File: src/sv/clas_pkg.sv
`timescale 1ns / 1ps

package clas_pkg;

    localparam int MAX_BACKSLASH_RUN = 255;
    localparam logic [7:0] RUN_CAP = 8'(MAX_BACKSLASH_RUN > 255 ? 255 :
                                        (MAX_BACKSLASH_RUN < 1 ? 1 : MAX_BACKSLASH_RUN));

    localparam logic [2:0] PH_START        = 3'd0;
    localparam logic [2:0] PH_FIRST_QUOTED = 3'd1;
    localparam logic [2:0] PH_FIRST_PLAIN  = 3'd2;
    localparam logic [2:0] PH_GAP          = 3'd3;
    localparam logic [2:0] PH_ARG          = 3'd4;

    localparam logic [7:0] CHAR_NUL       = 8'h00;
    localparam logic [7:0] CHAR_TAB       = 8'h09;
    localparam logic [7:0] CHAR_SPACE     = 8'h20;
    localparam logic [7:0] CHAR_QUOTE     = 8'h22;
    localparam logic [7:0] CHAR_BACKSLASH = 8'h5C;

    localparam logic [1:0]  QUOTE_LEVEL_WRAP = 2'd3;
    localparam logic [1:0]  QUOTE_LEVEL_HIGH = 2'd2;
    localparam logic [15:0] ARG_COUNT_MAX    = 16'hFFFF;

    typedef struct packed {
        logic [7:0]  backslash_run;
        logic        has_char;
        logic [7:0]  out_char;
        logic        arg_end;
        logic [15:0] arg_count;
        logic        empty_line;
        logic        run_overflow;
        logic        line_end;
    } result_t;

endpackage

File: src/sv/command_line_argument_splitter.sv
`timescale 1ns / 1ps

// Streaming splitter that turns a command line into arguments by the Windows
// rules. Bytes enter on the input channel (in_valid, in_stall, in_byte), one
// beat per byte, and a zero byte ends the line. Each input beat yields exactly
// one output beat on (out_valid, out_stall) carrying the backslash count to
// emit, an optional character, and argument-end, line-end, empty-line and
// run-overflow marks, plus the running argument count.
// An input beat is captured in an input register, decoded against the
// running tokenizer state combinationally, and written to the result register
// once the result register can take it, so an output stall can delay a result.
// Throughput is one byte per cycle while out_stall is low; the state update is
// a single short combinational step between the input and result registers.
// When out_stall is high and a result is waiting, the result register holds
// and the input register holds its byte, so in_stall rises only when both
// registers are full. After rst_n is released the block is at line start with
// both registers empty. After each zero byte the state returns to line start.
module command_line_argument_splitter
(
    input  logic        clk,
    input  logic        rst_n,
    input  logic        in_valid,
    output logic        in_stall,
    input  logic [7:0]  in_byte,
    output logic        out_valid,
    input  logic        out_stall,
    output logic [7:0]  backslash_run,
    output logic        has_char,
    output logic [7:0]  out_char,
    output logic        arg_end,
    output logic [15:0] arg_count,
    output logic        empty_line,
    output logic        run_overflow,
    output logic        line_end
);

    logic             s1_valid_reg;
    logic [7:0]       s1_byte_reg;
    logic             out_valid_reg;
    clas_pkg::result_t result_reg;
    clas_pkg::result_t result_next;

    logic [2:0]  phase_reg, phase_next;
    logic [1:0]  quote_level_reg, quote_level_next;
    logic        in_quote_run_reg, in_quote_run_next;
    logic [7:0]  pending_reg, pending_next;
    logic [15:0] args_started_reg, args_started_next;

    logic advance_out;
    logic fire;
    logic accept;

    assign advance_out = !out_valid_reg || !out_stall;
    assign fire        = s1_valid_reg && advance_out;
    assign in_stall    = s1_valid_reg && !advance_out;
    assign accept      = in_valid && !in_stall;

    always_comb
    begin
        logic [7:0]  c;
        logic        blank;
        logic [1:0]  ql;
        logic        iqr;
        logic [7:0]  pb;
        logic [1:0]  ql_inc;
        logic [15:0] args_inc;
        logic        handle;

        c        = s1_byte_reg;
        blank    = c inside {clas_pkg::CHAR_SPACE, clas_pkg::CHAR_TAB};
        args_inc = (args_started_reg != clas_pkg::ARG_COUNT_MAX) ?
                   args_started_reg + 16'd1 : args_started_reg;
        handle   = 1'b0;
        ql       = quote_level_reg;
        iqr      = in_quote_run_reg;
        pb       = pending_reg;
        ql_inc   = 2'd0;

        phase_next        = phase_reg;
        quote_level_next  = quote_level_reg;
        in_quote_run_next = in_quote_run_reg;
        pending_next      = pending_reg;
        args_started_next = args_started_reg;

        result_next               = '0;

        if (c == clas_pkg::CHAR_NUL)
        begin
            result_next.line_end = 1'b1;
            case (phase_reg)
                clas_pkg::PH_FIRST_QUOTED, clas_pkg::PH_FIRST_PLAIN:
                begin
                    result_next.arg_end = 1'b1;
                end
                clas_pkg::PH_GAP:
                begin
                end
                clas_pkg::PH_ARG:
                begin
                    result_next.backslash_run = pending_reg;
                    result_next.arg_end       = 1'b1;
                end
                default:
                begin
                    result_next.empty_line = 1'b1;
                end
            endcase
        end
        else
        begin
            case (phase_reg)
                clas_pkg::PH_FIRST_QUOTED:
                begin
                    if (c == clas_pkg::CHAR_QUOTE)
                    begin
                        result_next.arg_end = 1'b1;
                        phase_next          = clas_pkg::PH_GAP;
                    end
                    else
                    begin
                        result_next.has_char = 1'b1;
                        result_next.out_char = c;
                    end
                end
                clas_pkg::PH_FIRST_PLAIN:
                begin
                    if (blank)
                    begin
                        result_next.arg_end = 1'b1;
                        phase_next          = clas_pkg::PH_GAP;
                    end
                    else
                    begin
                        result_next.has_char = 1'b1;
                        result_next.out_char = c;
                    end
                end
                clas_pkg::PH_GAP:
                begin
                    if (!blank)
                    begin
                        handle            = 1'b1;
                        args_started_next = args_inc;
                        phase_next        = clas_pkg::PH_ARG;
                        ql                = 2'd0;
                        iqr               = 1'b0;
                        pb                = 8'd0;
                    end
                end
                clas_pkg::PH_ARG:
                begin
                    handle = 1'b1;
                end
                default:
                begin
                    args_started_next = args_inc;
                    if (c == clas_pkg::CHAR_QUOTE)
                    begin
                        phase_next = clas_pkg::PH_FIRST_QUOTED;
                    end
                    else if (blank)
                    begin
                        result_next.arg_end = 1'b1;
                        phase_next          = clas_pkg::PH_GAP;
                    end
                    else
                    begin
                        result_next.has_char = 1'b1;
                        result_next.out_char = c;
                        phase_next           = clas_pkg::PH_FIRST_PLAIN;
                    end
                end
            endcase

            if (handle)
            begin
                if (iqr && c != clas_pkg::CHAR_QUOTE)
                begin
                    iqr = 1'b0;
                    if (ql == clas_pkg::QUOTE_LEVEL_HIGH)
                    begin
                        ql = 2'd0;
                    end
                end
                if (blank && ql == 2'd0)
                begin
                    result_next.backslash_run = pb;
                    result_next.arg_end       = 1'b1;
                    pb                        = 8'd0;
                    phase_next                = clas_pkg::PH_GAP;
                end
                else if (c == clas_pkg::CHAR_BACKSLASH)
                begin
                    if (pb >= clas_pkg::RUN_CAP)
                    begin
                        result_next.run_overflow = 1'b1;
                    end
                    else
                    begin
                        pb = pb + 8'd1;
                    end
                end
                else if (c == clas_pkg::CHAR_QUOTE)
                begin
                    if (iqr || !pb[0])
                    begin
                        ql_inc = ql + 2'd1;
                        if (ql_inc == clas_pkg::QUOTE_LEVEL_WRAP)
                        begin
                            result_next.has_char = 1'b1;
                            result_next.out_char = clas_pkg::CHAR_QUOTE;
                            ql                   = 2'd0;
                        end
                        else
                        begin
                            ql = ql_inc;
                        end
                    end
                    else
                    begin
                        result_next.has_char = 1'b1;
                        result_next.out_char = clas_pkg::CHAR_QUOTE;
                    end
                    if (!iqr)
                    begin
                        result_next.backslash_run = {1'b0, pb[7:1]};
                        pb                        = 8'd0;
                        iqr                       = 1'b1;
                    end
                end
                else
                begin
                    result_next.backslash_run = pb;
                    result_next.has_char      = 1'b1;
                    result_next.out_char      = c;
                    pb                        = 8'd0;
                end
                quote_level_next  = ql;
                in_quote_run_next = iqr;
                pending_next      = pb;
            end
        end

        result_next.arg_count = args_started_next;

        if (c == clas_pkg::CHAR_NUL)
        begin
            phase_next        = clas_pkg::PH_START;
            quote_level_next  = 2'd0;
            in_quote_run_next = 1'b0;
            pending_next      = 8'd0;
            args_started_next = 16'd0;
        end
    end

    always_ff @(posedge clk or negedge rst_n)
    begin
        if (!rst_n)
        begin
            s1_valid_reg     <= 1'b0;
            out_valid_reg    <= 1'b0;
            phase_reg        <= clas_pkg::PH_START;
            quote_level_reg  <= 2'd0;
            in_quote_run_reg <= 1'b0;
            pending_reg      <= 8'd0;
            args_started_reg <= 16'd0;
        end
        else
        begin
            if (accept)
            begin
                s1_valid_reg <= 1'b1;
            end
            else if (fire)
            begin
                s1_valid_reg <= 1'b0;
            end
            if (advance_out)
            begin
                out_valid_reg <= s1_valid_reg;
            end
            if (fire)
            begin
                phase_reg        <= phase_next;
                quote_level_reg  <= quote_level_next;
                in_quote_run_reg <= in_quote_run_next;
                pending_reg      <= pending_next;
                args_started_reg <= args_started_next;
            end
        end
    end

    always_ff @(posedge clk)
    begin
        if (accept)
        begin
            s1_byte_reg <= in_byte;
        end
        if (fire)
        begin
            result_reg <= result_next;
        end
    end

    assign out_valid     = out_valid_reg;
    assign backslash_run = result_reg.backslash_run;
    assign has_char      = result_reg.has_char;
    assign out_char      = result_reg.out_char;
    assign arg_end       = result_reg.arg_end;
    assign arg_count     = result_reg.arg_count;
    assign empty_line    = result_reg.empty_line;
    assign run_overflow  = result_reg.run_overflow;
    assign line_end      = result_reg.line_end;

endmodule
File: config.mk
export PLATFORM = sky130hd
export DESIGN_NAME = command_line_argument_splitter
export DESIGN_NICKNAME = d
export VERILOG_FILES = /design/src/sv/clas_pkg.sv /design/src/sv/command_line_argument_splitter.sv
export SDC_FILE = /design/constraint.sdc
export NUM_CORES = 1
export LEC_CHECK = 0
export ABC_AREA = 1
export BUFFER_PORTS_ARGS = -buffer_cell sky130_fd_sc_hd__buf_2
export CORE_MARGIN = 2
export CORE_UTILIZATION = 29
export CTS_CLUSTER_SIZE = 30
export DETAILED_ROUTE_END_ITERATION = 10
export GPL_TIMING_DRIVEN = 0
export PLACE_DENSITY = 0.43
export SETUP_SLACK_MARGIN = 0.15
export SLEW_MARGIN = 30
export SYNTH_ARGS = -nofsm -noshare
export SYNTH_HDL_FRONTEND = slang
export SYNTH_SLANG_ARGS = --single-unit
export TNS_END_PERCENT = 20
File: constraint.sdc
create_clock -name clk -period 3.4 [get_ports clk]
set_clock_uncertainty 0.1 [all_clocks]
set_input_delay 0.34 -clock clk [delete_from_list [all_inputs] [get_ports clk]]
set_output_delay 0.34 -clock clk [all_outputs]
set_load 0.05 [all_outputs]
Yosys cells after proc, flatten, opt, wreduce, memory -nomap -nowiden
Index checks and enable logic that the tools add are counted.
{ "totals": {"regBits": 77, "latch_bits": 0, "ram_bits": 0, "mem_bits_ro": 0, "out_inout_bits": 39, "memories": 0} }
{ "op_classes": {"add_sub_neg": 3, "mul": 0, "div": 0, "n_lt_le_gt_ge": 1, "n_eq_ne": 12, "shift": 0, "muxes": 76, "bitwise": 2, "n_reduce_logical": 22} }
{ "op_table": {"columns": ["cell", "count"], "rows": [
  ["8-bit 2-to-1 mux", 13],
  ["16-bit 2-to-1 mux", 4],
  ["9-bit 2-to-1 mux", 5],
  ["17-bit 2-to-1 mux", 2],
  ["16-bit case mux with 2 select lines", 1],
  ["2-bit 2-to-1 mux", 15],
  ["10-bit case mux with 3 select lines", 1],
  ["1-bit 2-to-1 mux", 24],
  ["18-bit 2-to-1 mux", 1],
  ["3-bit 2-to-1 mux", 6],
  ["16-bit by 1-bit adder with 16-bit output, second input constant", 1],
  ["8-bit by 6-bit equality test with 1-bit output, second input constant", 2],
  ["16-bit != test, second input constant", 1],
  ["3-bit case mux with 4 select lines", 1],
  ["10-bit 2-to-1 mux", 1],
  ["8-bit by 1-bit adder with 8-bit output, second input constant", 1],
  ["8-bit by 4-bit equality test with 1-bit output, second input constant", 1],
  ["8-bit by 7-bit equality test with 1-bit output, second input constant", 1],
  ["8-bit >= comparator, second input constant", 1],
  ["8-bit logical NOT", 1],
  ["8-bit by 6-bit != test with 1-bit output, second input constant", 1],
  ["4-bit OR reduction", 2],
  ["7-bit 2-to-1 mux", 1],
  ["3-bit by 2-bit equality test with 1-bit output, second input constant", 2],
  ["other kinds (14)", 27]
]} }

Logic depth before layout (Yosys ltp)
Gate-level depths: netlist of run 1.
{ "depth": {"ltp_word": 19, "ltp_mapped": 18} }

Least setup slack after synthesis of run 1
OpenSTA, ideal clock, no wires.
{ "synth_timing": {"path_kind": "reg-to-reg", "start": "register out_valid_reg (netlist: out_valid)", "end": "register result_reg (netlist bit arg_count[0]) (enable)", "setup_ns": 0.415, "arrival_time_ns": 2.215, "required_ns": 2.885, "slack_ns": 0.670, "path_stages_with_launch": 5, "path_buffers": 1, "cell_sequence": "dfrtp_1 > nand2_1 > nand2_1 > inv_1 > clkbuf_1"} }
{ "synth_between": {"elab_chain_len": 3} }
{ "synth_lines": {"columns": ["element", "line_no", "text"], "rows": [
  ["start, declared", "command_line_argument_splitter.sv:39", "logic out_valid_reg;"],
  ["start signal, assigned", "command_line_argument_splitter.sv:280", "out_valid_reg <= s1_valid_reg;"],
  ["1-bit logical NOT", "command_line_argument_splitter.sv:53", "assign advance_out = !out_valid_reg || !out_stall;"],
  ["1-bit logical OR", "command_line_argument_splitter.sv:53", null],
  ["1-bit logical AND", "command_line_argument_splitter.sv:54", "assign fire = s1_valid_reg && advance_out;"],
  ["net fire", "command_line_argument_splitter.sv:50", "logic fire;"],
  ["end signal, assigned", "command_line_argument_splitter.sv:301", "result_reg <= result_next;"],
  ["end, declared", "command_line_argument_splitter.sv:40", "clas_pkg::result_t result_reg;"]
]} }
The timed path passes the listed nets, and every way through them passes these cells.
A chain may end at the register's enable or synchronous reset.

Worst setup path in the final report of run 1
{ "layout_timing": {"start": "register s1_byte_reg[7]", "end": "register pending_reg[6]"} }
{ "layout_between": {"elab_chain_len": 15, "elab_cells_between_ends": 41, "classes_between": "1 x add/sub; 1 x order compare; 6 x eq/ne; 26 x mux; 7 x reduce/logical"} }
{ "layout_lines": {"columns": ["element", "line_no", "text"], "rows": [
  ["start, declared", "command_line_argument_splitter.sv:38", "logic [7:0] s1_byte_reg;"],
  ["start signal, assigned", "command_line_argument_splitter.sv:297", "s1_byte_reg <= in_byte;"],
  ["branches (longest 15 deep; another with 8-bit by 1-bit adder with 8-bit output)", null, null],
  ["end signal, assigned", "command_line_argument_splitter.sv:287", "pending_reg <= pending_next;"],
  ["end, declared", "command_line_argument_splitter.sv:46", "logic [7:0] pending_reg, pending_next;"]
]} }
Parallel ways; which one is timed is not known. The select of a mux whose other input is x is not followed.

==> implementation parameters, run 1 <==
Parameter                              Value

Status
  Status ... finished with violations
  Failing checks ... hold timing

Yosys
  Syn Inst Count ... 512
  Sequential fraction of the synthesis area ... 0.514
  Avg Cell Area, Syn ... 8.17 um2
  Area share of the leading cell type in the synthesized netlist ... 0.323
  Net count after synthesis ... 526
  Number of synthesis warnings ... 0
  Area contributors post-synth ... sky130_fd_sc_hd__edfxtp_1 (32%), sky130_fd_sc_hd__dfrtp_1 (19%), sky130_fd_sc_hd__nand2_1 (13%)
  Seq cells post-synth ... 77
  Number of distinct library cells after synthesis ... 36
  Post-Synthesis Cell Area ... 4190 um2
  Cell type with the highest aggregate area in the netlist ... sky130_fd_sc_hd__edfxtp_1

Clock network
  Number of H-tree branching levels ... 3
  Post-CTS setup buffer count ... 0
  Cts hold-fix bufs ... 0
  Number of buffers added by the clock tree synthesis step ... 9
  CTS tree ... built
  Clock transition at path regs ... 0.06 ns
  Bufs on Longest Clock Path ... 2
  Resized cells post-CTS ... 0
  Clock tree root buffer cell ... sky130_fd_sc_hd__clkbuf_16
  Latest clock arrival within the worst-skew pair ... 0.35 ns
  Number of clock sinks ... 77

Worst setup path
  Endpoint class of the critical path ... register
  Data arrival time of the critical path ... 2.69 ns
  Req. time, crit path ... 3.54 ns
  Max FO, Critical Path ... 10
  Startpoint type of the worst setup path ... register
  Critical path type ... reg2reg

Finish
  Design area ... 4950 um2
  Layout net count ... 587
  Synthesis-to-layout area growth ... 18.3%
  Number of diodes ... 0
  Fraction of layout cells with a size suffix above 1 ... 0.196
  Number of fillers in the final layout ... 1505

Power and ir drop
  Total power density per cell area ... 711 nW/um2
  Cell internal power dissipation ... 2110 uW
  Lkg Pwr ... 0.00219 uW
  Part of the total power dissipated in sequential elements ... 0.368
  Proportion of power drawn by the clock network ... 0.269
  Sw Pwr ... 1410 uW
  Fraction of power spent switching nets ... 0.401
  Share of total power in combinational logic ... 0.363
  Worst IR drop on VDD ... 0.242 mV

Route
  Per-cell via count in the routed design ... 4.57
  Remaining number of nets flagged by the antenna check after routing ... 0
  Number of search-and-repair iterations in the first detailed-routing pass ... 4
  Detail-routed net length per standard cell ... 13.5 um
  Vias ... 3467
  Number of remaining DRC errors ... 0
  Final routed wirelength across all metal layers ... 10300 um
  Iteration-0 DRC Markers ... 230

Global routing
  Antenna violations before repair ... 0
  Global route total overflow ... 0
  All-Layer GR Usage ... 0.144
  First-pass GRT wire length ... 16800 um
  Vias in the first global route ... 3455
  Largest net degree at the start of global routing ... 47

Floorplanning
  Effective utilization at floorplan ... 0.299
  Io pins ... 51
  Number of rows created at floorplan ... 43
  Core box area ... 14000 um2
  Die Span Y ... 124 um
  Total Die Area ... 15400 um2
  Die width ... 124 um

STA
  Worst max-slew margin expressed relative to the limit ... 0.462
  Top achievable clock speed ... 393 MHz
  Worst hold margin ... -0.0163 ns
  Max-slew violation count ... 0
  Setup tns final ... 0 ns
  Final Critical Period ... 2.55 ns
  Post-route fraction of the period consumed by the critical path ... 0.749
  Setup repair after global routing missed its margin ... false
  # setup viols final ... 0
  Total count of hold-check failures in the final report ... 32
  Transition time at the pin with the least slew margin ... 0.806 ns

Min path
  Hold Crit Class ... in2async

Placement
  Number of buffer cells added on primary ports ... 50
  Area of placed instances ... 4660 um2
  Half-perimeter wire length of the detailed placement result ... 7490 um
  Routability congestion estimate from global placement ... 0.831

Flow run
  Max capacitance violation total ... 0
==> Yosys cell counts <==
cell                        instances
sky130_fd_sc_hd__xor2_1             2
sky130_fd_sc_hd__buf_4              1
sky130_fd_sc_hd__nor2_2             4
sky130_fd_sc_hd__nand3b_1           4
sky130_fd_sc_hd__nand3_2            5
sky130_fd_sc_hd__o221ai_1           1
sky130_fd_sc_hd__o211ai_1           2
sky130_fd_sc_hd__a21oi_1            9
sky130_fd_sc_hd__ha_1               2
sky130_fd_sc_hd__and2_1             6
sky130_fd_sc_hd__nand2b_1           1
sky130_fd_sc_hd__nand2_4            1
sky130_fd_sc_hd__nor2_1            44
sky130_fd_sc_hd__inv_2             15
sky130_fd_sc_hd__o21ai_4            1
sky130_fd_sc_hd__nand2_2           11
sky130_fd_sc_hd__nor3_2             2
sky130_fd_sc_hd__buf_2              2
sky130_fd_sc_hd__nand3_1           40
sky130_fd_sc_hd__nor3_1             7
sky130_fd_sc_hd__o21ai_1           21
sky130_fd_sc_hd__nand4_1            5
sky130_fd_sc_hd__nor2_4             2
sky130_fd_sc_hd__edfxtp_1          45
sky130_fd_sc_hd__nand2_1          149
sky130_fd_sc_hd__o21ai_0           34
sky130_fd_sc_hd__o22ai_1            4
sky130_fd_sc_hd__nor4_1             2
sky130_fd_sc_hd__nand4_2            1
sky130_fd_sc_hd__xnor2_1            1
sky130_fd_sc_hd__clkbuf_1           7
sky130_fd_sc_hd__dfrtp_1           32
sky130_fd_sc_hd__inv_1             45
sky130_fd_sc_hd__o2111ai_1          1
sky130_fd_sc_hd__o21ai_2            1
sky130_fd_sc_hd__buf_6              2
==> worst max-delay path, stage by stage (launching register included) <==
cell and delay, ns:
sky130_fd_sc_hd__edfxtp_1 0.40, sky130_fd_sc_hd__inv_2 0.09, sky130_fd_sc_hd__nand2_1 0.06, sky130_fd_sc_hd__nor2_2 0.16
sky130_fd_sc_hd__nand2_2 0.09, sky130_fd_sc_hd__nand3_2 0.09, sky130_fd_sc_hd__buf_6 0.16, sky130_fd_sc_hd__buf_6 0.15
sky130_fd_sc_hd__nand2_1 0.10, sky130_fd_sc_hd__inv_2 0.08, sky130_fd_sc_hd__ha_1 0.19, sky130_fd_sc_hd__nand2_1 0.11
sky130_fd_sc_hd__nor2_2 0.22, sky130_fd_sc_hd__nand4_1 0.17, sky130_fd_sc_hd__nand2_1 0.10, sky130_fd_sc_hd__nand2_1 0.05
sky130_fd_sc_hd__nand2_1 0.07, sky130_fd_sc_hd__nand2_1 0.05
==> power by group through the flow <==
stage | clock network [uW] | registers [uW] | logic (uW)
finish | 945 | 1290 | 1280
global route | 1010 | 1310 | 1420
CTS | 976 | 1300 | 1290
detailed placement | 0 | 1310 | 1290
global placement | 0 | 1320 | 1280
floorplan | 0 | 1590 | 704
==> area by class of cell <==
class | count | area [um2] | area share
inverters | 60 | 225 | 0.0455
clock buffers | 11 | 233 | 0.0470
clock inverters | 5 | 52.6 | 0.0106
multi-input cells | 363 | 1740 | 0.352
well taps | 180 | 225 | 0.0455
flip-flops and latches | 77 | 2150 | 0.435
repair buffers | 50 | 250 | 0.0506
plain buffers | 12 | 70.1 | 0.0142
==> stage by stage <==
| step | cells | utilization | total power, uW | worst slack (ns) |
|---|---|---|---|---|
| global route | 758 | 0.354 | 3740 | 0.563 |
| global placement | 742 | 0.333 | 2600 | 0.101 |
| floorplan | 512 | - | 2290 | 0.670 |
| detailed placement | 742 | 0.333 | 2600 | 0.864 |
| CTS | 758 | 0.354 | 3560 | 0.839 |
| finish | 758 | 0.354 | 3520 | 0.855 |
==> layout by cell type (no fill, tap or decap), drive strengths merged <==
master    instances
nand2           161
inv              60
o21ai            57
buf              55
nor2             50
edfxtp           45
nand3            45
dfrtp            32
clkbuf           18
a21oi             9
nor3              9
and2              6
nand4             6
o22ai             4
nand3b            4
clkinv            3
o211ai            2
xor2              2
nor4              2
ha                2
xnor2             1
o221ai            1
nand2b            1
o2111ai           1
clkinvlp          1
bufinv            1
==> metal layers <==
metal	track usage	share of wire	wire length, um
met1	0.180	0.47	4770
met2	0.239	0.49	5000
met3	0.0348	0.032	329
met4	0.0569	0.015	158
met5	0	0	0
==> kinds of logic after synthesis <==
kind of cell    synth area share
xor+xnor                 0.00628
simple gates               0.308
compound gates            0.0963
flops                      0.514
buf+inv                   0.0697
fa+ha+maj                0.00598
==> worst paths after layout <==
kind	start	to	slack, ns	cells after the start
max	s1_byte_reg[7]	pending_reg[6]	0.85	17
min	rst_n	args_started_reg[13]	-0.02	1
min in group clk	in_byte[3]	s1_byte_reg[3]	0.06	1
max reg2reg	s1_byte_reg[7]	pending_reg[6]	0.85	17
max in group asynchronous	rst_n	pending_reg[2]	2.71	1
min reg2reg	in_quote_run_reg	in_quote_run_reg	0.40	2
No activity file was read; power rests on OpenSTA's default activity.
==> run 2, diff against run 1 <==
Clock period 3.4 ns to 2.6 ns, I/O delays scaled along.
==> run 2 against run 1 <==
Against the previous run:
- the flow now finishes without violations
- combinational power is 34% higher
- power is 32% higher
- clock-buffer cell count shrank 1
- via count is 4.2% higher
- core utilization rose by 1.3 points
- non-clock buffer count is 17 higher
- final area increased by 3.8%
- critical endpoint unchanged
==> implementation parameters, run 2 (synthesized netlist as in run 1, its figures left out) <==
Parameter                              Value

Worst setup path
  CP delay by family, top ... simple AND/OR/NAND/NOR gates
  Req. time, crit path ... 2.73 ns (-0.81 ns)
  Startpoint type of the worst setup path ... register
  Sum of buffers and inverters on the critical path ... 4 (unchanged)
  Most common cell type on the critical path ... sky130_fd_sc_hd__nand2_1
  R2R cell count ... 17 (unchanged)
  Max FO, Critical Path ... 10 (unchanged)
  CP Cell Sequence ... inv_2, nand2_1, nor2_2, nand2_2, nand3_2, buf_8, buf_8, nand2_1, inv_2, ha_4, nand2_2, nor2_4, nand4_1, nand2_1, nand2_1, nand2_1, nand2_1
  Register-to-Register Setup Slack ... 0.24 ns (-0.61 ns)
  Data arrival time of the critical path ... 2.49 ns (-0.20 ns)
  Endpoint class of the critical path ... register
  Largest stage delay, worst path ... 0.39 ns (about the same)
  Worst reg2reg endpoint ... pending_reg[6]
  Total number of cells along the worst setup path ... 17 (unchanged)
  Worst-path cell with the longest stage delay ... sky130_fd_sc_hd__edfxtp_1
  Source of the worst register-to-register timing path ... s1_byte_reg[7]
  Launch point of the worst path ... s1_byte_reg[7]
  Critical path type ... reg2reg
  Worst setup path endpoint ... pending_reg[6]

Route
  Number of search-and-repair iterations in the first detailed-routing pass ... 5 (+1)
  Remaining number of nets flagged by the antenna check after routing ... 0 (unchanged)
  Per-cell via count in the routed design ... 4.66 (+2.0%)
  Number of remaining DRC errors ... 0 (unchanged)
  Vias ... 3614 (+4.2%)
  Final routed wirelength across all metal layers ... 10400 um (+1.3%)
  Iteration-0 DRC Markers ... 222 (-3.5%)
  Detail-routed net length per standard cell ... 13.4 um (-0.90%)

Finish
  Fraction of layout cells with a size suffix above 1 ... 0.208 (+0.0129)
  Layout net count ... 604 (+2.9%)
  Number of fillers in the final layout ... 1479 (-1.7%)
  Number of diodes ... 0 (unchanged)
  Synthesis-to-layout area growth ... 22.8%
  Commonest non-fill, non-tap cell in the layout ... sky130_fd_sc_hd__nand2_1
  Post-route insts no fill ... 775 (+2.2%)
  Most frequent cells in the layout ... sky130_fd_sc_hd__nand2_1 (147), sky130_fd_sc_hd__buf_2 (52), sky130_fd_sc_hd__inv_1 (45), sky130_fd_sc_hd__edfxtp_1 (45), sky130_fd_sc_hd__nor2_1 (44)

Clock network
  Number of buffers added by the clock tree synthesis step ... 9 (unchanged)
  Latest clock arrival within the worst-skew pair ... 0.34 ns (about the same)
  Clock tree root buffer cell ... sky130_fd_sc_hd__clkbuf_16
  Clock transition at path regs ... 0.06 ns (about the same)
  CTS tree ... built
  Number of clock sinks ... 77 (unchanged)
  Number of H-tree branching levels ... 3 (unchanged)
  Bufs on Longest Clock Path ... 2 (unchanged)

STA
  # setup viols final ... 0 (unchanged)
  Total count of hold-check failures in the final report ... 0 (-100%)
  Worst max-slew margin expressed relative to the limit ... 0.440 (-0.0219)
  Max-slew violation count ... 0 (unchanged)
  Top achievable clock speed ... 424 MHz (+7.9%)
  Setup tns final ... 0 ns (unchanged)
  Post-route fraction of the period consumed by the critical path ... 0.907 (+0.159)
  Final Critical Period ... 2.36 ns (-0.186 ns)
  Setup repair after global routing missed its margin ... true
  Transition time at the pin with the least slew margin ... 0.839 ns (+0.0329 ns)
  Worst hold margin ... 0.0929 ns (+0.109 ns)

Power and ir drop
  Sw Pwr ... 1850 uW (+31%)
  Proportion of power drawn by the clock network ... 0.266 (-0.003)
  Lkg Pwr ... 0.00226 uW (+3.5%)
  Cell internal power dissipation ... 2780 uW (+32%)
  Worst IR drop on VDD ... 0.319 mV (+32%)
  Part of the total power dissipated in sequential elements ... 0.365 (-0.003)
  Total power density per cell area ... 902 nW/um2 (+27%)
  Fraction of power spent switching nets ... 0.399 (-0.00156)
  Share of total power in combinational logic ... 0.369 (+0.006)

Status
  Status ... complete, no violations

Floorplanning
  Total Die Area ... 15400 um2 (unchanged)
  Effective utilization at floorplan ... 0.299 (unchanged)
  Core box area ... 14000 um2 (unchanged)
  Die width ... 124 um (unchanged)
  Die Span Y ... 124 um (unchanged)
  Number of rows created at floorplan ... 43 (unchanged)
  Io pins ... 51 (unchanged)

Global routing
  First-pass GRT wire length ... 17100 um (+1.8%)
  All-Layer GR Usage ... 0.145 (+0.000885)
  Global route total overflow ... 0 (unchanged)
  Vias in the first global route ... 3521 (+1.9%)
  Largest net degree at the start of global routing ... 47 (unchanged)
  Antenna violations before repair ... 0 (unchanged)

Placement
  Placed Cells ... 742 (unchanged)
  Half-perimeter wire length of the detailed placement result ... 7410 um (-1.1%)
  Number of buffer cells added on primary ports ... 50 (unchanged)
  Routability congestion estimate from global placement ... 0.829 (-0.25%)

Min path
  Worst hold path cell count ... 3
  Hold Path Origin ... out_stall
  Hold Crit Class ... in2reg

Flow run
  Max capacitance violation total ... 0 (unchanged)
## run 2: changes by cell type in the layout (fill, tap and decap cells not counted), moves of 2 or more
cell                            delta
sky130_fd_sc_hd__clkinv_1          +2
sky130_fd_sc_hd__nand2_1           -2
sky130_fd_sc_hd__buf_6             -2
sky130_fd_sc_hd__nor2_2            -2
sky130_fd_sc_hd__buf_4             +8
sky130_fd_sc_hd__buf_8             +2
sky130_fd_sc_hd__nand2_2           +2
sky130_fd_sc_hd__nor2_4            +2
sky130_fd_sc_hd__dlygate4sd3_1     +9
## run 2: worst reg2reg max path, cell delays in order, from the launching register on
cell and delay (ns):
sky130_fd_sc_hd__edfxtp_1 0.39, sky130_fd_sc_hd__inv_2 0.10, sky130_fd_sc_hd__nand2_1 0.06, sky130_fd_sc_hd__nor2_2 0.14
sky130_fd_sc_hd__nand2_2 0.09, sky130_fd_sc_hd__nand3_2 0.10, sky130_fd_sc_hd__buf_8 0.12, sky130_fd_sc_hd__buf_8 0.12
sky130_fd_sc_hd__nand2_1 0.10, sky130_fd_sc_hd__inv_2 0.10, sky130_fd_sc_hd__ha_4 0.15, sky130_fd_sc_hd__nand2_2 0.08
sky130_fd_sc_hd__nor2_4 0.18, sky130_fd_sc_hd__nand4_1 0.17, sky130_fd_sc_hd__nand2_1 0.09, sky130_fd_sc_hd__nand2_1 0.05
sky130_fd_sc_hd__nand2_1 0.07, sky130_fd_sc_hd__nand2_1 0.05
## run 2: final cells by class
type                            instances  area (um2)  share of cell area
Clock inverter                          6        55.1              0.0107
Multi-Input combinational cell        363        1770               0.345
Inverter                               60         225              0.0438
Tap cell                              180         225              0.0438
Buffer                                 12        77.6              0.0151
Timing Repair Buffer                   67         400              0.0779
Clock buffer                           10         229              0.0446
Sequential cell                        77        2150               0.419
## run 2: repair_timing
| item | 4_1_cts | 5_1_grt |
|---|---|---|
| gates resized for setup | 3 | 6 |
| buffers inserted | 1 | 7 |
| hold endpoints to repair | 40 | 0 |
| pin swaps | 2 | 4 |
| hold buffers | 9 | 0 |
| endpoints found under the setup margin | 8 | 9 |
## run 2: metal layers
layer / vias up / part of all wire / track usage
met3: 16 / 0.037 / 0.0321
met2: 62 / 0.49 / 0.240
met5: - / 0 / 0
met1: 1681 / 0.45 / 0.182
met4: 0 / 0.018 / 0.0604
li1: 1855 / - / -
## run 2: power by group through the flow
stage	Clock, uW	Sequential [uW]	Combinational, uW
after floorplan	0	2080	921
after global placement	0	1720	1680
after global routing	1320	1720	1890
after detailed placement	0	1720	1680
after CTS	1280	1690	1700
final	1230	1690	1710
## run 2: how the worst min path moves through the flow
stage,slack (ns),to
final,0.09,out_valid
after global routing,0.13,out_valid
after CTS,0.08,out_valid
after detailed placement,0.31,args_started_reg[13]
after global placement,0.31,args_started_reg[13]
after floorplan,-0.14,args_started_reg[0]
## run 2: metrics by stage
| stage | power, uW | area [um2] | utilization | setup slack, ns |
|---|---|---|---|---|
| 2_1_floorplan | 3000 | 4190 | - | 0.439 |
| 3_5_place_dp | 3400 | 4660 | 0.333 | 0.0509 |
| 6_report | 4630 | 5140 | 0.367 | 0.241 |
| 4_1_cts | 4670 | 5060 | 0.361 | 0.160 |
| 3_3_place_gp | 3400 | 4660 | 0.333 | 0.0340 |
| 5_1_grt | 4940 | 5140 | 0.367 | 0.0646 |
==> run 3, diff against run 2 <==
Settings changed: HOLD_SLACK_MARGIN set to 0.15, PLACE_DENSITY 0.43 to 0.56.
==> run 3 against run 2 <==
Against the previous run:
- die area unchanged
- critical path depth decreased by 3
- global-route usage decreased by 0.64 points
- hold slack improved by 0.31 ns
- fmax increased by 1.0%
- combinational power about the same
- final cell count increased by 1.2%
- sequential power about the same
- clock-buffer cell count decreased by 1
- clock power decreased by 5%
- sequential cell count unchanged
- critical path type unchanged
==> implementation parameters, run 3 (synthesized netlist as in run 1, its figures left out) <==
Parameter                              Value

Power and ir drop
  Lkg Pwr ... 0.00232 uW (+2.4%)
  Total power density per cell area ... 881 nW/um2 (-2.2%)
  Worst IR drop on VDD ... 0.405 mV (+27%)
  Overall power consumption ... 4600 uW (-0.65%)

Clock network
  Clock transition at path regs ... 0.06 ns (about the same)
  Number of H-tree branching levels ... 3 (unchanged)
  Number of clock sinks ... 77 (unchanged)
  Clock tree root buffer cell ... sky130_fd_sc_hd__clkbuf_16
  Bufs on Longest Clock Path ... 2 (unchanged)
  Latest clock arrival within the worst-skew pair ... 0.35 ns (about the same)
  CTS tree ... built
  Number of buffers added by the clock tree synthesis step ... 9 (unchanged)

Placement
  Number of buffer cells added on primary ports ... 50 (unchanged)
  Routability congestion estimate from global placement ... 0.871 (+5.1%)
  Half-perimeter wire length of the detailed placement result ... 7200 um (-2.8%)
  DP Worst Slack ... 0.00362 ns (-0.0472 ns)
  Area of placed instances ... 4660 um2 (unchanged)

STA
  Total count of hold-check failures in the final report ... 0 (unchanged)
  Final Critical Period ... 2.34 ns (-0.0234 ns)
  Least setup slack across all paths after layout ... 0.264 ns (+0.0234 ns)
  Max-slew violation count ... 0 (unchanged)
  Setup repair after global routing missed its margin ... false
  # setup viols final ... 0 (unchanged)
  Post-route fraction of the period consumed by the critical path ... 0.898 (-0.00901)
  Transition time at the pin with the least slew margin ... 0.805 ns (-0.0343 ns)
  Top achievable clock speed ... 428 MHz (+1.0%)
  Worst max-slew margin expressed relative to the limit ... 0.463 (+0.0229)

Route
  Per-cell via count in the routed design ... 4.74 (+1.6%)
  Number of remaining DRC errors ... 0 (unchanged)
  Remaining number of nets flagged by the antenna check after routing ... 0 (unchanged)
  Detail-routed net length per standard cell ... 13.1 um (-2.2%)
  Iteration-0 DRC Markers ... 280 (+26%)
  Number of search-and-repair iterations in the first detailed-routing pass ... 4 (-1)
  Final routed wirelength across all metal layers ... 10300 um (-1.0%)
  Vias ... 3716 (+2.8%)

Global routing
  First-pass GRT wire length ... 16200 um (-5.5%)
  Largest net degree at the start of global routing ... 47 (unchanged)
  Antenna violations before repair ... 0 (unchanged)
  Met2 global-route usage ... 0.230 (-0.0102)
  Global route total overflow ... 0 (unchanged)
  Grt met3 use ... 0.0357 (+0.00366)
  Most congested layer reported by global routing ... met2
  GR Util met1 ... 0.171 (-0.0110)
  All-Layer GR Usage ... 0.138 (-0.00641)
  Vias in the first global route ... 3396 (-3.6%)

Floorplanning
  Die width ... 124 um (unchanged)
  Total Die Area ... 15400 um2 (unchanged)
  Die Span Y ... 124 um (unchanged)
  Core box area ... 14000 um2 (unchanged)
  Number of rows created at floorplan ... 43 (unchanged)
  Io pins ... 51 (unchanged)
  Effective utilization at floorplan ... 0.299 (unchanged)

Min path
  Hold Crit Class ... reg2reg
  Worst hold path cell count ... 2 (-1)
  WHS Endpoint ... in_quote_run_reg
  Hold Path Origin ... in_quote_run_reg

Worst setup path
  Source of the worst register-to-register timing path ... s1_byte_reg[3]
  Req. time, crit path ... 2.68 ns (-0.05 ns)
  CP delay by family, top ... simple AND/OR/NAND/NOR gates
  Total number of cells along the worst setup path ... 14 (-3)
  CP Cell Sequence ... inv_2, nand2_2, nor2_4, nand2_2, nand3_2, buf_6, buf_4, nand2_2, inv_4, ha_4, nand2_2, nor2_4, nand4_1, nor3_2
  Endpoint class of the critical path ... register
  Worst reg2reg endpoint ... run_overflow
  R2R cell count ... 14 (-3)
  Sum of buffers and inverters on the critical path ... 4 (unchanged)
  Register-to-Register Setup Slack ... 0.26 ns (+0.02 ns)
  Largest stage delay, worst path ... 0.44 ns (+0.05 ns)
  Startpoint type of the worst setup path ... register
  Most common cell type on the critical path ... sky130_fd_sc_hd__nand2_2
  Critical path type ... reg2reg
  Max FO, Critical Path ... 5 (-5)
  Data arrival time of the critical path ... 2.42 ns (-0.07 ns)
  Worst-path cell with the longest stage delay ... sky130_fd_sc_hd__edfxtp_1

Flow run
  Max capacitance violation total ... 0 (unchanged)

Finish
  Layout net count ... 613 (+1.5%)
  Commonest non-fill, non-tap cell in the layout ... sky130_fd_sc_hd__nand2_1
  Design area ... 5220 um2 (+1.6%)
  Most frequent cells in the layout ... sky130_fd_sc_hd__nand2_1 (145), sky130_fd_sc_hd__buf_2 (52), sky130_fd_sc_hd__edfxtp_1 (45)
  Number of diodes ... 0 (unchanged)
  Number of fillers in the final layout ... 1446 (-2.2%)
  Synthesis-to-layout area growth ... 24.8%
  Fraction of layout cells with a size suffix above 1 ... 0.228 (+0.0201)

Status
  Status ... complete, no violations
-- run 3: worst max-delay path by stage --
stage / slack, ns / endpoint / from
floorplan: 0.44 / pending_reg[6] / s1_byte_reg[6]
global placement: -0.02 / run_overflow / s1_byte_reg[6]
detailed placement: 0.004 / run_overflow / s1_byte_reg[6]
finish: 0.26 / run_overflow / s1_byte_reg[3]
CTS: 0.15 / pending_reg[6] / s1_byte_reg[4]
global route: 0.12 / run_overflow / s1_byte_reg[3]
-- run 3: where the power goes --
group / internal (uW) / total, uW / switching [uW]
Clock: 649 / 1170 / 519
Sequential: 1580 / 1690 / 112
Combinational: 488 / 1740 / 1250
Total: 2720 / 4600 / 1880
-- run 3: per-layer routing --
metal,part of all wire,wire (um),vias to the layer above
met5,0,0,-
met4,0.019,193,0
met3,0.052,536,14
met2,0.50,5120,82
met1,0.43,4430,1751
li1,-,-,1869
-- run 3: worst register-to-register path, cell delays in order (launching register included) --
cell,delay [ns]
sky130_fd_sc_hd__edfxtp_1,0.44
sky130_fd_sc_hd__inv_2,0.10
sky130_fd_sc_hd__nand2_2,0.08
sky130_fd_sc_hd__nor2_4,0.14
sky130_fd_sc_hd__nand2_2,0.07
sky130_fd_sc_hd__nand3_2,0.08
sky130_fd_sc_hd__buf_6,0.11
sky130_fd_sc_hd__buf_4,0.13
sky130_fd_sc_hd__nand2_2,0.07
sky130_fd_sc_hd__inv_4,0.08
sky130_fd_sc_hd__ha_4,0.14
sky130_fd_sc_hd__nand2_2,0.08
sky130_fd_sc_hd__nor2_4,0.19
sky130_fd_sc_hd__nand4_1,0.15
sky130_fd_sc_hd__nor3_2,0.21
-- run 3: final cells by class --
| class | instances | area (um2) | share of cell area |
|---|---|---|---|
| Sequential cell | 77 | 2150 | 0.412 |
| Multi-Input combinational cell | 363 | 1790 | 0.343 |
| Timing Repair Buffer | 76 | 473 | 0.0906 |
| Inverter | 60 | 228 | 0.0436 |
| Clock buffer | 9 | 225 | 0.0431 |
| Tap cell | 180 | 225 | 0.0431 |
| Buffer | 12 | 75.1 | 0.0144 |
| Clock inverter | 7 | 51.3 | 0.00983 |
-- run 3: what timing repair did --
| action | CTS | global route |
|---|---|---|
| endpoints found under the setup margin | 7 | 15 |
| endpoints found under the hold margin | 42 | 0 |
| hold buffers | 11 | 0 |
| pin swaps | 3 | 7 |
| buffers inserted | 2 | 13 |
| gates resized for setup | 4 | 13 |
-- run 3: through the flow --
step,utilization,TNS [ns],hold slack [ns],instances
CTS,0.363,0,0.401,771
floorplan,-,0,-0.136,512
finish,0.373,0,0.401,784
global placement,0.333,-0.0176,0.289,742
detailed placement,0.333,0,0.294,742
global route,0.373,0,0.438,784
